**config.mk**
```make
export PLATFORM = sky130hd
export DESIGN_NAME = nca_out_skid
export DESIGN_NICKNAME = d
export VERILOG_FILES = /design/src/hw/rtl/nca_pkg.sv /design/src/hw/rtl/nca_out_skid.sv
export SDC_FILE = /design/constraint.sdc
export NUM_CORES = 1
export LEC_CHECK = 0
export BUFFER_PORTS_ARGS = -buffer_cell sky130_fd_sc_hd__buf_4
export CELL_PAD_IN_SITES_DETAIL_PLACEMENT = 1
export CELL_PAD_IN_SITES_GLOBAL_PLACEMENT = 1
export CORE_MARGIN = 2
export CORE_UTILIZATION = 44
export CTS_CLUSTER_SIZE = 30
export DETAILED_ROUTE_END_ITERATION = 8
export PLACE_DENSITY_LB_ADDON = 0.1
export SLEW_MARGIN = 40
export SYNTH_ARGS = -nofsm -noshare
export SYNTH_HDL_FRONTEND = slang
export SYNTH_SLANG_ARGS = --single-unit
```
**constraint.sdc**
```tcl
create_clock -name clk -period 6 [get_ports clk]
set_input_delay 0.6 -clock clk [delete_from_list [all_inputs] [get_ports clk]]
set_output_delay 0.6 -clock clk [all_outputs]
set_load 0.01 [all_outputs]
```
**src/hw/rtl/nca_pkg.sv**
```systemverilog
// ----------------------------------------------------------------------------
// nca_pkg - shared types and constants for the nearest-centroid assigner
// Item and running-best formats passed along the cell chain, field widths,
// command, operation and register codes.
// ----------------------------------------------------------------------------
package nca_pkg;

    localparam int MAX_CLUSTERS = 20;
    localparam int MAX_DIMS     = 8;
    localparam int COORD_BITS   = 16;

    localparam int CIDX_W = 5;               // cluster_index / best_cluster
    localparam int DIDX_W = 3;               // dim_index
    localparam int NC_W   = 5;               // num_clusters register
    localparam int ND_W   = 4;               // num_dims register
    localparam int CFG_W  = 5;               // widest config register
    localparam int ACC_W  = 36;              // running squared distance
    localparam int DIST_W = 35;              // reported distance
    localparam int DIFF_W = COORD_BITS + 1;
    localparam int SQ_W   = 2 * DIFF_W;
    localparam int IN_W   = CIDX_W + DIDX_W + COORD_BITS;
    localparam int OUT_W  = 40;              // CIDX_W + DIST_W, padded to bytes

    localparam logic [ACC_W-1:0]  ACC_MAX  = {ACC_W{1'b1}};
    localparam logic [DIST_W-1:0] DIST_MAX = {DIST_W{1'b1}};

    // tuser command codes
    localparam logic CMD_LOAD   = 1'b0;
    localparam logic CMD_SAMPLE = 1'b1;

    // config register indexes
    localparam logic CFG_NUM_CLUSTERS = 1'b0;
    localparam logic CFG_NUM_DIMS     = 1'b1;

    // operation carried down the chain
    typedef logic [1:0] op_t;
    localparam op_t OP_LOAD   = 2'd0;
    localparam op_t OP_SAMPLE = 2'd1;  // intermediate sample coordinate
    localparam op_t OP_LAST   = 2'd2;  // final coordinate, produces a result

    typedef struct packed {
        logic                         valid;
        op_t                          op;
        logic [CIDX_W-1:0]            cidx;
        logic [DIDX_W-1:0]            didx;
        logic signed [COORD_BITS-1:0] value;
    } item_t;

    typedef struct packed {
        logic [CIDX_W-1:0] idx;
        logic [ACC_W-1:0]  dist_sq;
    } best_t;

endpackage

```
**src/hw/rtl/nca_out_skid.sv**
```systemverilog
// ----------------------------------------------------------------------------
// nca_out_skid - result output register with skid stage
// Registered ready towards the chain; the skid entry catches one transfer
// while the receiver stalls.
// ----------------------------------------------------------------------------
module nca_out_skid (
    input  logic                      clk,
    input  logic                      rst_n,
    input  logic                      in_valid,
    output logic                      in_ready,
    input  logic [nca_pkg::OUT_W-1:0] in_data,
    output logic                      out_valid,
    input  logic                      out_ready,
    output logic [nca_pkg::OUT_W-1:0] out_data
);
    import nca_pkg::*;

    logic             out_valid_reg;
    logic [OUT_W-1:0] out_data_reg;
    logic             sk_valid_reg;
    logic [OUT_W-1:0] sk_data_reg;
    logic             push;
    logic             pop;

    assign in_ready = !sk_valid_reg;
    assign push     = in_valid && !sk_valid_reg;
    assign pop      = out_valid_reg && out_ready;

    always_ff @(posedge clk or negedge rst_n)
    begin
        if (!rst_n)
        begin
            out_valid_reg <= 1'b0;
            sk_valid_reg  <= 1'b0;
        end
        else if (!out_valid_reg || pop)
        begin
            out_valid_reg <= sk_valid_reg || push;
            sk_valid_reg  <= 1'b0;
        end
        else if (push)
        begin
            sk_valid_reg <= 1'b1;
        end
    end

    always_ff @(posedge clk)
    begin
        if (!out_valid_reg || pop)
        begin
            out_data_reg <= sk_valid_reg ? sk_data_reg : in_data;
        end
        else if (push)
        begin
            sk_data_reg <= in_data;
        end
    end

    assign out_valid = out_valid_reg;
    assign out_data  = out_data_reg;

endmodule

```
# Word level (Yosys, flattened, before mapping)
# Cells that the tools add are included.
[op_classes] mux=3 div=0 magnitude_cmp=0 n_shift=0 eq_ne=0 reduce_logical=8 n_bitwise=1 addsub=0 multipliers=0
[op_table] cell="40-bit two-way mux" n=1
[op_table] cell="1-bit logical AND" n=2
[op_table] cell="1-bit logical NOT" n=2
[op_table] cell="1-bit logical OR" n=2
[op_table] cell="1-bit two-way mux" n=2
[op_table] cell="2-bit AND reduction" n=1
[op_table] cell="2-bit nonzero test" n=1
[op_table] cell="1-bit inverter" n=1
[word_totals] n_memories=0 reg_bits=82 rom_bits=0 inputBits=44 ram_bits=0 latch_bits=0 output_inout_bits=42 word_cells=16

# Longest topological paths before layout
[logic_depth] word_depth=4 depth_mapped=4 depth_no_buf=2

# Worst setup path before layout
# Ideal clock, no wire load.
[synth_path] kind="in2reg" startpoint="input out_ready" endpoint="register sk_data_reg[0], enable pin" required_time_ps=5505 path_buffers=0 setup_slack_ps=835 path_stages=2 arrival_time_ps=4669 setup_time_ps=495 path_cell_list="nand2b_1 nor3b_1"
[synth_via] elab_chain_cells=4
[synth_lines] item="from (decl)" line_no="nca_out_skid.sv:13" rtl="input logic out_ready,"
[synth_lines] item="1-bit logical AND" line_no="nca_out_skid.sv:27" rtl="assign pop = out_valid_reg && out_ready;"
[synth_lines] item="1-bit logical OR" line_no="nca_out_skid.sv:49" rtl="if (!out_valid_reg || pop)"
[synth_lines] item="1-bit inverter (no line)"
[synth_lines] item="2-bit AND reduction (no line)"
[synth_lines] item="to (signal assigned)" line_no="nca_out_skid.sv:55" rtl="sk_data_reg <= in_data;"
[synth_lines] item="to (decl)" line_no="nca_out_skid.sv:21" rtl="logic [OUT_W-1:0] sk_data_reg;"
# Every way passes these cells.
# A chain may end at the register's enable or synchronous reset.

# Worst setup path after layout
[layout_path] startpoint="register sk_valid_reg" endpoint="output in_ready"
[layout_via] elab_chain_cells=1
[layout_lines] item="from (decl)" line_no="nca_out_skid.sv:20" rtl="logic sk_valid_reg;"
[layout_lines] item="from (signal assigned)" line_no="nca_out_skid.sv:34" rtl="sk_valid_reg <= 1'b0;"
[layout_lines] item="from (signal assigned)" line_no="nca_out_skid.sv:39" rtl="sk_valid_reg <= 1'b0;"
[layout_lines] item="from (signal assigned)" line_no="nca_out_skid.sv:43" rtl="sk_valid_reg <= 1'b1;"
[layout_lines] item="1-bit logical NOT" line_no="nca_out_skid.sv:25" rtl="assign in_ready = !sk_valid_reg;"
[layout_lines] item="to (decl)" line_no="nca_out_skid.sv:10" rtl="output logic in_ready,"
# Every way passes these cells.

==> summary.txt <==
Status
  • Status: finished clean

Clock tree
  • CTS Root Cell: clkbuf_8
  • Worst skew pair latency: approximately 0.33 ns
  • Hold Buf Count CTS: 0
  • H-tree depth: 3
  • # Post-CTS Setup Buffers: 0
  • Post-CTS Resized: 0
  • CTS tree: built
  • Clock Path Buffers: 2
  • Clock buffer count from CTS: 9
  • Clock-pin transition on the worst setup and hold timing paths: 0.07 ns
  • Clk sink count: roughly 80

Yosys
  • Count leader, synth: edfxtp_1
  • Syn nets: 177
  • Number of synthesized flops with an enable pin: 80
  • Post-Synth XOR/XNOR Area: 0%
  • Main combinational cell family by area after synthesis: multiplexers
  • Gate Count Post-Synth: around 130
  • Most frequent cells after synthesis: edfxtp_1 (80), mux2_4 (37), buf_12 (3), mux2_2 (3)
  • Top cell type's share of synthesized area: 76.1%
  • Post-synth cell types: 12
  • Compound-Gate Fraction of Synth Area: 0%
  • Seq/Total Area, Yosys: ~78%
  • Mapped Avg Cell Area: 23.7 µm²
  • Adder-cell share of the synthesized area: 0%
  • Post-synthesis mux area share: 18.7%
  • Most used DFF post-synth: edfxtp_1
  • Most area-consuming cells after synthesis: edfxtp_1 (76%), mux2_4 (18%), buf_12 (1.9%)
  • Seq cells post-synth: 82
  • Post-synthesis async set-or-reset flop share: 2.44%
  • Mapped Area: 3160 µm²
  • Yosys warnings: 0
  • Simple-Gate Fraction of Synth Area: 0.793%
  • Cell taking the most area after synthesis: edfxtp_1

Die
  • Number of core rows: 30
  • Die W: 88.7 µm
  • Die footprint: 7870 µm²
  • Initial Util: 46.0%
  • Core Area: 6870 µm²
  • Ports: 86
  • Die height: 88.7 µm

Timing
  • Slew at the pin closest to its max-slew limit: 0.762 ns
  • Fmax achieved: 458 MHz
  • TNS Setup: 0 ns
  • Setup-failing EPs final: 0
  • Fin crit period: 2.18 ns
  • Final worst setup slack: approximately 3.8 ns
  • Fin crit share: 36.4%
  • Slew headroom: 49.2%
  • Final hold violations: 0
  • Hold WS: 0.0301 ns
  • Fin. max-slew vios: 0
  • RSZ-0062 raised after global routing: false
  • Worst Skew: 0.00634 ns

Worst hold path
  • Hold crit path type: primary input to asynchronous set/reset pin

Routing
  • DR WL/cell: 16.8 µm
  • ANT nets after route: 0
  • Remaining DRCs: 0
  • Initial DRC count: 82
  • Total number of vias: 1534
  • DRT Wirelength: between 5000 and 6000 µm
  • First-pass DRT Iterations: 3
  • Routed vias/inst: 4.69

Worst setup path
  • Reg2Reg Launch Point: out_valid
  • Cell count of the worst reg-to-reg path: 3
  • CP Capture Type: output pin
  • Critical Path AT: 1.58 ns
  • Crit path top cell by count: buf_4
  • Slowest stage delay, CP: ~0.61 ns
  • RR Endpoint: sk_data_reg[16]
  • CP required: 5.40 ns
  • Slowest CP cell: buf_4
  • Crit-path max FO: 43
  • Crit-path cells: buf_4 > inv_1 > buf_4
  • R2R setup slack: 4.25 ns
  • Worst setup path class: flop to output pin
  • Worst Setup Start Kind: flop

Placed design
  • Placed Instances: 312
  • Gpl congestion: roughly 0.74
  • DP Worst Slack: 3.84 ns
  • Final HPWL DP: between 3000 and 4000 µm
  • Port Buffer Count: 85

Power and ir drop
  • Cell Pwr Density: 298 nW/µm²
  • Pleak: 0.00161 µW
  • Peak VDD IR: 0.141 mV
  • Overall Power: 1200 µW

Global routing
  • Global route total overflow: 0
  • Global-route wire length before repair: between 8000 and 9000 µm
  • Gr usage total: 15.4%
  • Met3 Track Usage GR: 4.10%
  • Global route hottest layer: met2
  • Number of global-route vias before repair: 1680
  • Largest net degree at the start of global routing: 44
  • Initial antenna violation count: 0
  • GR Util met2: 25.2%
  • Global Route met1 Usage: 18.7%

Finish
  • ANT cells: 0
  • Layout cell share with drive strength beyond 1: roughly three fifths
  • Final #Nets: 271
  • Fill cell count: 635
  • Finished Layout Cells: 327
  • Area delta synth->final: 28.0%

Flow run
  • Maxcap violations: 0
[logic make-up (layout without fill, tap and decap cells)]
| kind of cell | after synthesis | in the layout |
|---|---|---|
| DFF | 82 | 82 |
| buffers and inverters | 6 | 104 |
| and+or+nand+nor | 5 | 5 |
| muxes | 40 | 40 |
[report_power, final]
group	internal [µW]	switching [µW]	leakage (µW)
registers	677	12.3	0.000790
logic	87.8	64.7	0.000731
clock network	188	174	0.0000906
[worst max path at each step]
stage                            start              end  slack [ns]  cells after the start
after detailed placement     out_ready  sk_data_reg[22]        3.84                      4
final                     sk_valid_reg         in_ready        3.82                      3
after global routing      sk_valid_reg         in_ready        3.68                      3
after CTS                 sk_valid_reg         in_ready        3.76                      3
after global placement       out_ready  sk_data_reg[22]        3.51                      4
after floorplan              out_ready   sk_data_reg[0]        0.84                      2
[per-layer routing]
layer | share of wire (%) | wire length [µm]
met4 | 1.8 | 98
met2 | 53 | 2900
met5 | 0 | 0
met1 | 39 | 2120
met3 | 7.1 | 391
[worst max-delay path: cells and delay by family, from the launching register on]
kind | cells | cell delay, ns
flip-flops | 1 | 0.35
buffers and inverters | 3 | 0.89
[cell usage in the layout, fill, tap and decap left out, drive strengths merged]
| cell | netlist | routed |
|---|---|---|
| dfrtp | 2 | 2 |
| clkbuf | 0 | 11 |
| buf | 5 | 88 |
| inv | 1 | 1 |
| mux2 | 40 | 40 |
| nand2 | 1 | 1 |
| nor3b | 1 | 1 |
| bufinv | 0 | 1 |
| clkinv | 0 | 3 |
| nor2 | 2 | 2 |
| nand2b | 1 | 1 |
| edfxtp | 80 | 80 |
[metrics by stage]
stage          utilization (%)  cell area, µm²
3_5_place_dp              56.3            3860
5_1_grt                   58.8            4040
3_3_place_gp              56.2            3860
4_1_cts                   58.8            4040
2_1_floorplan                -            3160
6_report                  58.8            4040
[final cells by class]
class,count,area [µm²],share of cell area (%)
flip-flops and latches,82,2450,60.7
repair buffers,88,661,16.4
multi-input cells,45,627,15.5
clock buffers,11,131,3.25
well taps,96,120,2.97
clock inverters,4,43.8,1.08
inverters,1,3.75,0.0929
Power figures use the tool's default switching activity.
