## src/hw/rtl/nca_pkg.sv

```systemverilog
// ----------------------------------------------------------------------------
// nca_pkg - shared types and constants for the nearest-centroid assigner
// Item and running-best formats passed along the cell chain, field widths,
// command, operation and register codes.
// ----------------------------------------------------------------------------
package nca_pkg;

    localparam int MAX_CLUSTERS = 20;
    localparam int MAX_DIMS     = 8;
    localparam int COORD_BITS   = 16;

    localparam int CIDX_W = 5;               // cluster_index / best_cluster
    localparam int DIDX_W = 3;               // dim_index
    localparam int NC_W   = 5;               // num_clusters register
    localparam int ND_W   = 4;               // num_dims register
    localparam int CFG_W  = 5;               // widest config register
    localparam int ACC_W  = 36;              // running squared distance
    localparam int DIST_W = 35;              // reported distance
    localparam int DIFF_W = COORD_BITS + 1;
    localparam int SQ_W   = 2 * DIFF_W;
    localparam int IN_W   = CIDX_W + DIDX_W + COORD_BITS;
    localparam int OUT_W  = 40;              // CIDX_W + DIST_W, padded to bytes

    localparam logic [ACC_W-1:0]  ACC_MAX  = {ACC_W{1'b1}};
    localparam logic [DIST_W-1:0] DIST_MAX = {DIST_W{1'b1}};

    // tuser command codes
    localparam logic CMD_LOAD   = 1'b0;
    localparam logic CMD_SAMPLE = 1'b1;

    // config register indexes
    localparam logic CFG_NUM_CLUSTERS = 1'b0;
    localparam logic CFG_NUM_DIMS     = 1'b1;

    // operation carried down the chain
    typedef logic [1:0] op_t;
    localparam op_t OP_LOAD   = 2'd0;
    localparam op_t OP_SAMPLE = 2'd1;  // intermediate sample coordinate
    localparam op_t OP_LAST   = 2'd2;  // final coordinate, produces a result

    typedef struct packed {
        logic                         valid;
        op_t                          op;
        logic [CIDX_W-1:0]            cidx;
        logic [DIDX_W-1:0]            didx;
        logic signed [COORD_BITS-1:0] value;
    } item_t;

    typedef struct packed {
        logic [CIDX_W-1:0] idx;
        logic [ACC_W-1:0]  dist_sq;
    } best_t;

endpackage

```

## src/hw/rtl/nca_cell.sv

```systemverilog
// ----------------------------------------------------------------------------
// nca_cell - one centroid of the chain
// Holds one centroid's coordinates and its running distance. Stage 1 squares
// the coordinate difference, stage 2 accumulates and updates the running best.
// ----------------------------------------------------------------------------
module nca_cell (
    input  logic                      clk,
    input  logic                      rst_n,
    input  logic                      en,
    input  logic [nca_pkg::CIDX_W-1:0] cell_id,
    input  logic [nca_pkg::NC_W-1:0]   num_clusters,
    input  nca_pkg::item_t            item_in,
    input  nca_pkg::best_t            best_in,
    output nca_pkg::item_t            item_out,
    output nca_pkg::best_t            best_out
);
    import nca_pkg::*;

    logic signed [COORD_BITS-1:0] coord_mem [MAX_DIMS];

    logic signed [COORD_BITS-1:0] coord;
    logic [DIFF_W-1:0]            diff;
    logic [DIFF_W-1:0]            mag;
    logic [SQ_W-1:0]              sq;
    logic [ACC_W-1:0]             term_next;

    item_t             item1_reg;
    item_t             item2_reg;
    best_t             best1_reg;
    best_t             best2_reg;
    best_t             best2_next;
    logic [ACC_W-1:0]  term1_reg;
    logic [ACC_W-1:0]  acc_reg;
    logic [ACC_W-1:0]  acc_next;
    logic [ACC_W-1:0]  acc_base;
    logic [ACC_W:0]    acc_sum;
    logic [ACC_W-1:0]  acc_new;
    logic              active;
    logic              upd;

    // stage 1: difference and square
    always_comb
    begin
        coord     = coord_mem[item_in.didx];
        diff      = {item_in.value[COORD_BITS-1], item_in.value}
                  - {coord[COORD_BITS-1], coord};
        mag       = diff[DIFF_W-1] ? (~diff + 1'b1) : diff;
        sq        = mag * mag;
        term_next = ACC_W'(sq);
    end

    always_ff @(posedge clk)
    begin
        if (en && item_in.valid && item_in.op == OP_LOAD && item_in.cidx == cell_id)
        begin
            coord_mem[item_in.didx] <= item_in.value;
        end
    end

    // stage 2: saturating accumulate, compare against incoming best
    always_comb
    begin
        active   = cell_id < num_clusters;
        upd      = item1_reg.valid && active
                && (item1_reg.op == OP_SAMPLE || item1_reg.op == OP_LAST);
        acc_base = (item1_reg.didx == '0) ? '0 : acc_reg;
        acc_sum  = {1'b0, acc_base} + {1'b0, term1_reg};
        acc_new  = acc_sum[ACC_W] ? ACC_MAX : acc_sum[ACC_W-1:0];
        acc_next = upd ? acc_new : acc_reg;
        best2_next = best1_reg;
        if (upd && (cell_id == '0 || acc_new < best1_reg.dist_sq))
        begin
            best2_next.idx     = cell_id;
            best2_next.dist_sq = acc_new;
        end
    end

    always_ff @(posedge clk or negedge rst_n)
    begin
        if (!rst_n)
        begin
            item1_reg <= '0;
            item2_reg <= '0;
            acc_reg   <= '0;
        end
        else if (en)
        begin
            item1_reg <= item_in;
            item2_reg <= item1_reg;
            acc_reg   <= acc_next;
        end
    end

    always_ff @(posedge clk)
    begin
        if (en)
        begin
            term1_reg <= term_next;
            best1_reg <= best_in;
            best2_reg <= best2_next;
        end
    end

    assign item_out = item2_reg;
    assign best_out = best2_reg;

endmodule

```

## config.mk

```make
export PLATFORM = sky130hd
export DESIGN_NAME = nca_cell
export DESIGN_NICKNAME = d
export VERILOG_FILES = /design/src/hw/rtl/nca_pkg.sv /design/src/hw/rtl/nca_cell.sv
export SDC_FILE = /design/constraint.sdc
export NUM_CORES = 1
export LEC_CHECK = 0
export BUFFER_PORTS_ARGS = -buffer_cell sky130_fd_sc_hd__buf_2
export CAP_MARGIN = 5
export CORE_AREA = 3 3 216 197
export DETAILED_ROUTE_END_ITERATION = 16
export DIE_AREA = 0 0 219 200
export GPL_ROUTABILITY_DRIVEN = 1
export GPL_TIMING_DRIVEN = 0
export HOLD_SLACK_MARGIN = 0.03
export PLACE_DENSITY = 0.82
export SLEW_MARGIN = 20
export SYNTH_ARGS = -nofsm -noshare
export SYNTH_HDL_FRONTEND = slang
export SYNTH_SLANG_ARGS = --single-unit
```

## constraint.sdc

```tcl
create_clock -name clk -period 28.4 [get_ports clk]
set_input_delay 5.68 -clock clk [delete_from_list [all_inputs] [get_ports clk]]
set_output_delay 5.68 -clock clk [all_outputs]
set_load 0.005 [all_outputs]
```

## Word-level counts from Yosys, hierarchy flattened

Memory sizes are Yosys's and may differ from the RTL's.
Cells that the tools add are included.

- Bitwise logic cells: 1
- Mux-type cells: 6
- Order comparisons: 2
- Reduce and logical (&&, ||, !) cells: 12
- Multipliers: 1
- Add/sub/neg operators: 3
- Equal/unequal tests: 3

Operator list:

| operator | number |
|---|---|
| 36-bit two-way mux | 2 |
| 41-bit two-way mux | 1 |
| 36-bit by 34-bit adder with 37-bit output | 1 |
| 36-bit < comparator | 1 |
| 17-bit by 17-bit multiplier with 34-bit output | 1 |
| 17-bit by 1-bit adder with 17-bit output, second input constant | 1 |
| 17-bit two-way mux | 1 |
| 17-bit inverter | 1 |
| 16-bit by 16-bit subtractor with 17-bit output | 1 |
| 1-bit logical AND | 6 |
| 5-bit == test | 1 |
| 5-bit logical NOT | 1 |
| 5-bit < comparator | 1 |
| 3-bit logical NOT | 1 |
| 2-bit by 1-bit == test with 1-bit output, second input constant | 1 |
| 2-bit == test, second input constant | 1 |
| 2-bit logical NOT | 1 |
| 1-bit logical OR | 2 |
| 1-bit two-way mux | 2 |
| 2-bit AND reduction | 1 |

- Memory bits (writable): 128
- Logic and storage cells: 45
- Output and inout bits: 68
- Memories kept: 1
- Flip-flop bits (word level): 206
- Bits of input ports: 81

Memory list:

| name | depth | bits a word | rd ports | clocked after Yosys merged registers in | wr ports | RTL line | source |
|---|---|---|---|---|---|---|---|
| coord_mem | 8 | 16 | 1 | 0 | 1 | nca_cell.sv:19 | `logic signed [COORD_BITS-1:0] coord_mem [MAX_DIMS];` |

## Logic depth before layout (Yosys ltp)

- Depth after elaboration: 8
- Depth in mapped cells: 42
- Depth with buffers taken out: 39

## Least setup slack after synthesis

Ideal clock, no wire load.

- Kind: input to register
- Start: input port item_in[16] (netlist name)
- End: register term1_reg[33] (data pin)
- Path buffers: 3
- Cell stages on the path: 41
- Setup time: 259 ps
- Required time: 28141 ps
- Setup slack: 12897 ps
- Arrival: 15244 ps
- Path through: clkbuf_1 nor3b_1 clkbuf_1 a22oi_1 nand4_1 ha_1 inv_1 fa_1 a21o_1 a32oi_2 nand2_1 xnor2_2 nand3_1 nor4b_1 nor2_1 xnor2_1 inv_1 buf_2 [5 not listed] fa_1 inv_1 fa_1 fa_1 inv_1 fa_1 inv_1 ha_1 nand3_1 nor2_1 and3_1 a31oi_1 nor4b_1 nor4_1 o311ai_0 nor3_1 a21oi_1 xnor2_1

- Cells in the longest elaborated chain, start to end: 6

Ends and longest elaborated chain:

| what | RTL line | source |
|---|---|---|
| start, declared | nca_cell.sv:12 | `input nca_pkg::item_t item_in,` |
| memory read 8 x 16 bit * | - |  |
| 16-bit by 16-bit subtractor with 17-bit output * | nca_cell.sv:46 | `- {coord[COORD_BITS-1], coord};` |
| 17-bit inverter | nca_cell.sv:47 | `mag = diff[DIFF_W-1] ? (~diff + 1'b1) : diff;` |
| 17-bit by 1-bit adder with 17-bit output | nca_cell.sv:47 |  |
| 17-bit two-way mux * | nca_cell.sv:47 |  |
| 17-bit by 17-bit multiplier with 34-bit output * | nca_cell.sv:48 | `sq = mag * mag;` |
| net sq[33] | nca_cell.sv:24 | `logic [SQ_W-1:0] sq;` |
| end signal, assigned | nca_cell.sv:98 | `term1_reg <= term_next;` |
| end, declared | nca_cell.sv:32 | `logic [ACC_W-1:0] term1_reg;` |

The timed path passes the listed nets; every way through them passes the cells marked *.
A chain may end at the register's enable or synchronous reset.

## Worst setup path after layout

Same ends and word-level chain as after synthesis.

==> results <==
- The run finished with clean final reports.
- The share of the yosys chip area belonging to registers is 0.394.
- Of the post-synthesis cell area, the dominant cell type holds 0.301.
- The number of sinks on the clock net is roughly 330.
- After synthesis the netlist holds a flip-flop and latch count of 333.
- The setup path with the least slack is of type in -> reg.
- The number of buffers added for setup after CTS is 0.
- The slowest cell on the critical path is nor4b_1.
- In the final layout, the share of cells above drive strength 1 is 0.159.
- The count of buffers inserted at the top-level ports is approximately 150.
- The setup violation total in the final timing report is 0.
- The count of synthesis-stage warnings from yosys is 0.
- The first global-routing pass estimated slightly above 90000 µm of wire.
- The x dimension of the die is roughly 220 µm.
- Once placement completed, the tool counted placed cells totaling 2854.
- The number of CTS-inserted buffers is 35.
- In this run the worst path has a maximum fanout of 10.
- The commonest cells after synthesis are inv_1 (338), edfxtp_1 (243), ha_1 (198).
- The wire length reported by the detailed router is between 50000 and 60000 µm.
- The cell with the most instances after synthesis is inv_1.
- The family with the most delay on the worst path is adder cells.
- The initial core utilization is 0.599.
- The number of global-route vias before repair is 17763.
- The mean routed wirelength per cell is between 15 and 20 µm.
- Yosys attributes the largest share of cell area to edfxtp_1 (30%), fa_1 (16%), ha_1 (10%).
- Max-cap violations in this run came to 0.
- Summed over all layers, the global routing overflow is 0.
- The clock reaches the later pin of the worst-skew pair after between 500 and 600 ps.
- The die covers around 0.044 mm².
- The wire-length estimate of the detail-placed layout is between 40000 and 50000 µm.
- After synthesis, the mean cell area works out to 11.3 µm².
- In this run, post-CTS repair resized a total of 0 instances.
- Across all layers, the routed design uses between 15000 and 20000 vias.
- Setup repair after global routing left no endpoint under its margin.
- The count of pins over their slew limit is 0.
- Dividing the detail-routed via count by the number of cells gives 5.77.
- The category of the worst setup path launch point is a primary input.
- The peak per-stage delay on the critical path is 710 ps.
- The top achievable clock speed is 56.9 MHz.
- The starting DRC count in detailed routing is roughly 1300.
- Summing every instance area after synthesis gives around 0.024 mm².
- The final-stage net count is 2823.
- After technology mapping, the gate count stands at between 2000 and 2500.
- The data arrival time of the critical path is between 15000 and 20000 ps.
- For this run, global-route usage on met3 was measured as 0.0439.
- The initial antenna violation count came to 1.
- The minimum period implied by the final worst setup slack is roughly 18000 ps.
- The total negative slack is 0 ps.
- Of all cell types, the one taking the most synthesized area is edfxtp_1.
- Counting flops with a built-in enable in the synthesized netlist gives 243.
- The pin count of the biggest net entering global routing is 61.
- The met2 track demand over resource is 0.452.
- The number of buffers and inverters on the critical path is 12.
- For this run, global-route usage on met1 was measured as 0.349.
- In the synthesized netlist the async set-or-reset flop fraction comes to 0.270.
- The number of flip-flops in the largest register is between 100 and 150.
- The area growth from synthesis to layout is 11.5%.
- Counting distinct cell types in the post-synthesis netlist gives 74.
- 149 I/O pins were placed.
- The number of optimization iterations in the first detailed-route pass is 5.
- The clock edge transition at the registers on the reported setup and hold paths is approximately 50 ps.
- The worst clock skew on the final layout is between 20 and 30 ps.
- The region available for standard cell placement spans roughly 0.040 mm².
- The number of hold buffers added after cts is 0.
- Routability-driven placement finished with a final weighted congestion of just over 0.9.
- The die is 200 µm tall.
- For this run, design rule violations remaining after detail routing come to 0.
- The clock passes through at most 3 buffers.
- The H-tree depth is 2.
- The floorplan has 70 rows.
- The post-detailed-route count of antenna-violating nets is 0.
- The most crowded layer after global routing is met2.
- The number of standard cells in the final layout excluding fillers is 2919.
- For this run, the leading register cell type out of synthesis is edfxtp_1.
- The share of the clock period used by the worst path after layout is 0.619.
- The total global routing track utilization is 0.266.
- The number of hold-slack violations in the final timing report is 0.
- The cell at the root of the clock tree is clkbuf_16.
- The number of inserted filler cells in the final layout is ~3000.
- The endpoint kind of the worst setup timing path is a flop.
- The type of the most critical hold path is reg -> reg.
- At the worst endpoint, the required time is approximately 29000 ps.
- TritonCTS built the clock tree.
- At the pin with the least slew margin, the transition time is 1080 ps.
- The worst slew margin relative to its limit is 0.258.
-- cells by family after synthesis --
family	Yosys count	synth area share
buffers and inverters	404	0.0638
other	2	0.000310
XOR/XNOR	100	0.0364
multiplexers	135	0.0626
flip-flops	333	0.394
adder cells (fa/ha/maj)	391	0.262
AND/OR/NAND/NOR	449	0.0888
AO/OA/AOI/OAI	332	0.0925
-- metal layers --
layer | wire (µm) | vias up
met1 | 23100 | 8258
met5 | 0 | -
met4 | 2080 | 0
li1 | - | 7737
met3 | 4150 | 152
met2 | 27300 | 690
-- worst paths after layout --
kind | from | end | slack [ps] | depth (start not counted)
min reg2reg | acc_reg[4]$_DFFE_PN0P_ | acc_reg[4]$_DFFE_PN0P_ | 490 | 1
max reg2reg | coord_mem[0][1]$_DFFE_PP_ | term1_reg[33]$_DFFE_PP_ | 17320 | 37
max in group asynchronous | rst_n | acc_reg[30]$_DFFE_PN0P_ | 22610 | 2
min in group asynchronous | rst_n | item1_reg[12]$_DFFE_PN0P_ | 5080 | 1
min | acc_reg[4]$_DFFE_PN0P_ | acc_reg[4]$_DFFE_PN0P_ | 490 | 1
max | item_in[16] | term1_reg[33]$_DFFE_PP_ | 10810 | 43
-- placed cells by master (no fill, tap or decap), types with 7 or more instances in the layout --
| cell type | instances |
|---|---|
| mux2_2 | 132 |
| fa_1 | 193 |
| a21oi_1 | 92 |
| nor2_1 | 100 |
| o21bai_1 | 9 |
| xor2_1 | 36 |
| nor2b_1 | 12 |
| inv_1 | 338 |
| and3_1 | 23 |
| nor3_1 | 19 |
| xnor2_1 | 62 |
| dfrtp_1 | 90 |
| clkbuf_1 | 60 |
| edfxtp_1 | 243 |
| or3_1 | 7 |
| nand4_1 | 15 |
| nand2_1 | 151 |
| o21a_1 | 8 |
| ha_1 | 198 |
| nand3_1 | 20 |
| nand2b_1 | 23 |
| and2_1 | 43 |
| a21o_1 | 42 |
| clkinv_1 | 9 |
| clkbuf_16 | 35 |
| a22o_1 | 15 |
| a22oi_1 | 34 |
| o21ai_0 | 52 |
| buf_2 | 154 |
| a221oi_1 | 16 |
| conb_1 | 12 |
-- through the flow --
| step | cell area [µm²] | hold slack (ps) | utilization | setup slack [ps] |
|---|---|---|---|---|
| 6_report | 27000 | 494 | 0.668 | 10810 |
| 5_1_grt | 27000 | 508 | 0.668 | 10090 |
| 4_1_cts | 27000 | 498 | 0.667 | 10820 |
| 3_5_place_dp | 25900 | 485 | 0.640 | 10310 |
| 3_3_place_gp | 25700 | 478 | 0.635 | 10180 |
| 2_1_floorplan | 24300 | 471 | - | 12900 |
-- cell type report --
class	instances	area [µm²]	area share
buffer	60	250	0.00926
inverter	344	1300	0.0480
tap	540	676	0.0250
multi-input combinational	1419	13200	0.490
sequential	333	9550	0.353
timing repair buffer	158	898	0.0332
clock inverter	15	158	0.00583
antenna	1	2.50	0.0000926
clock buffer	49	958	0.0355
Power is left out: the tool's default activity adds up to more than one toggle a clock period on the data nets, which glitch-free logic cannot reach.
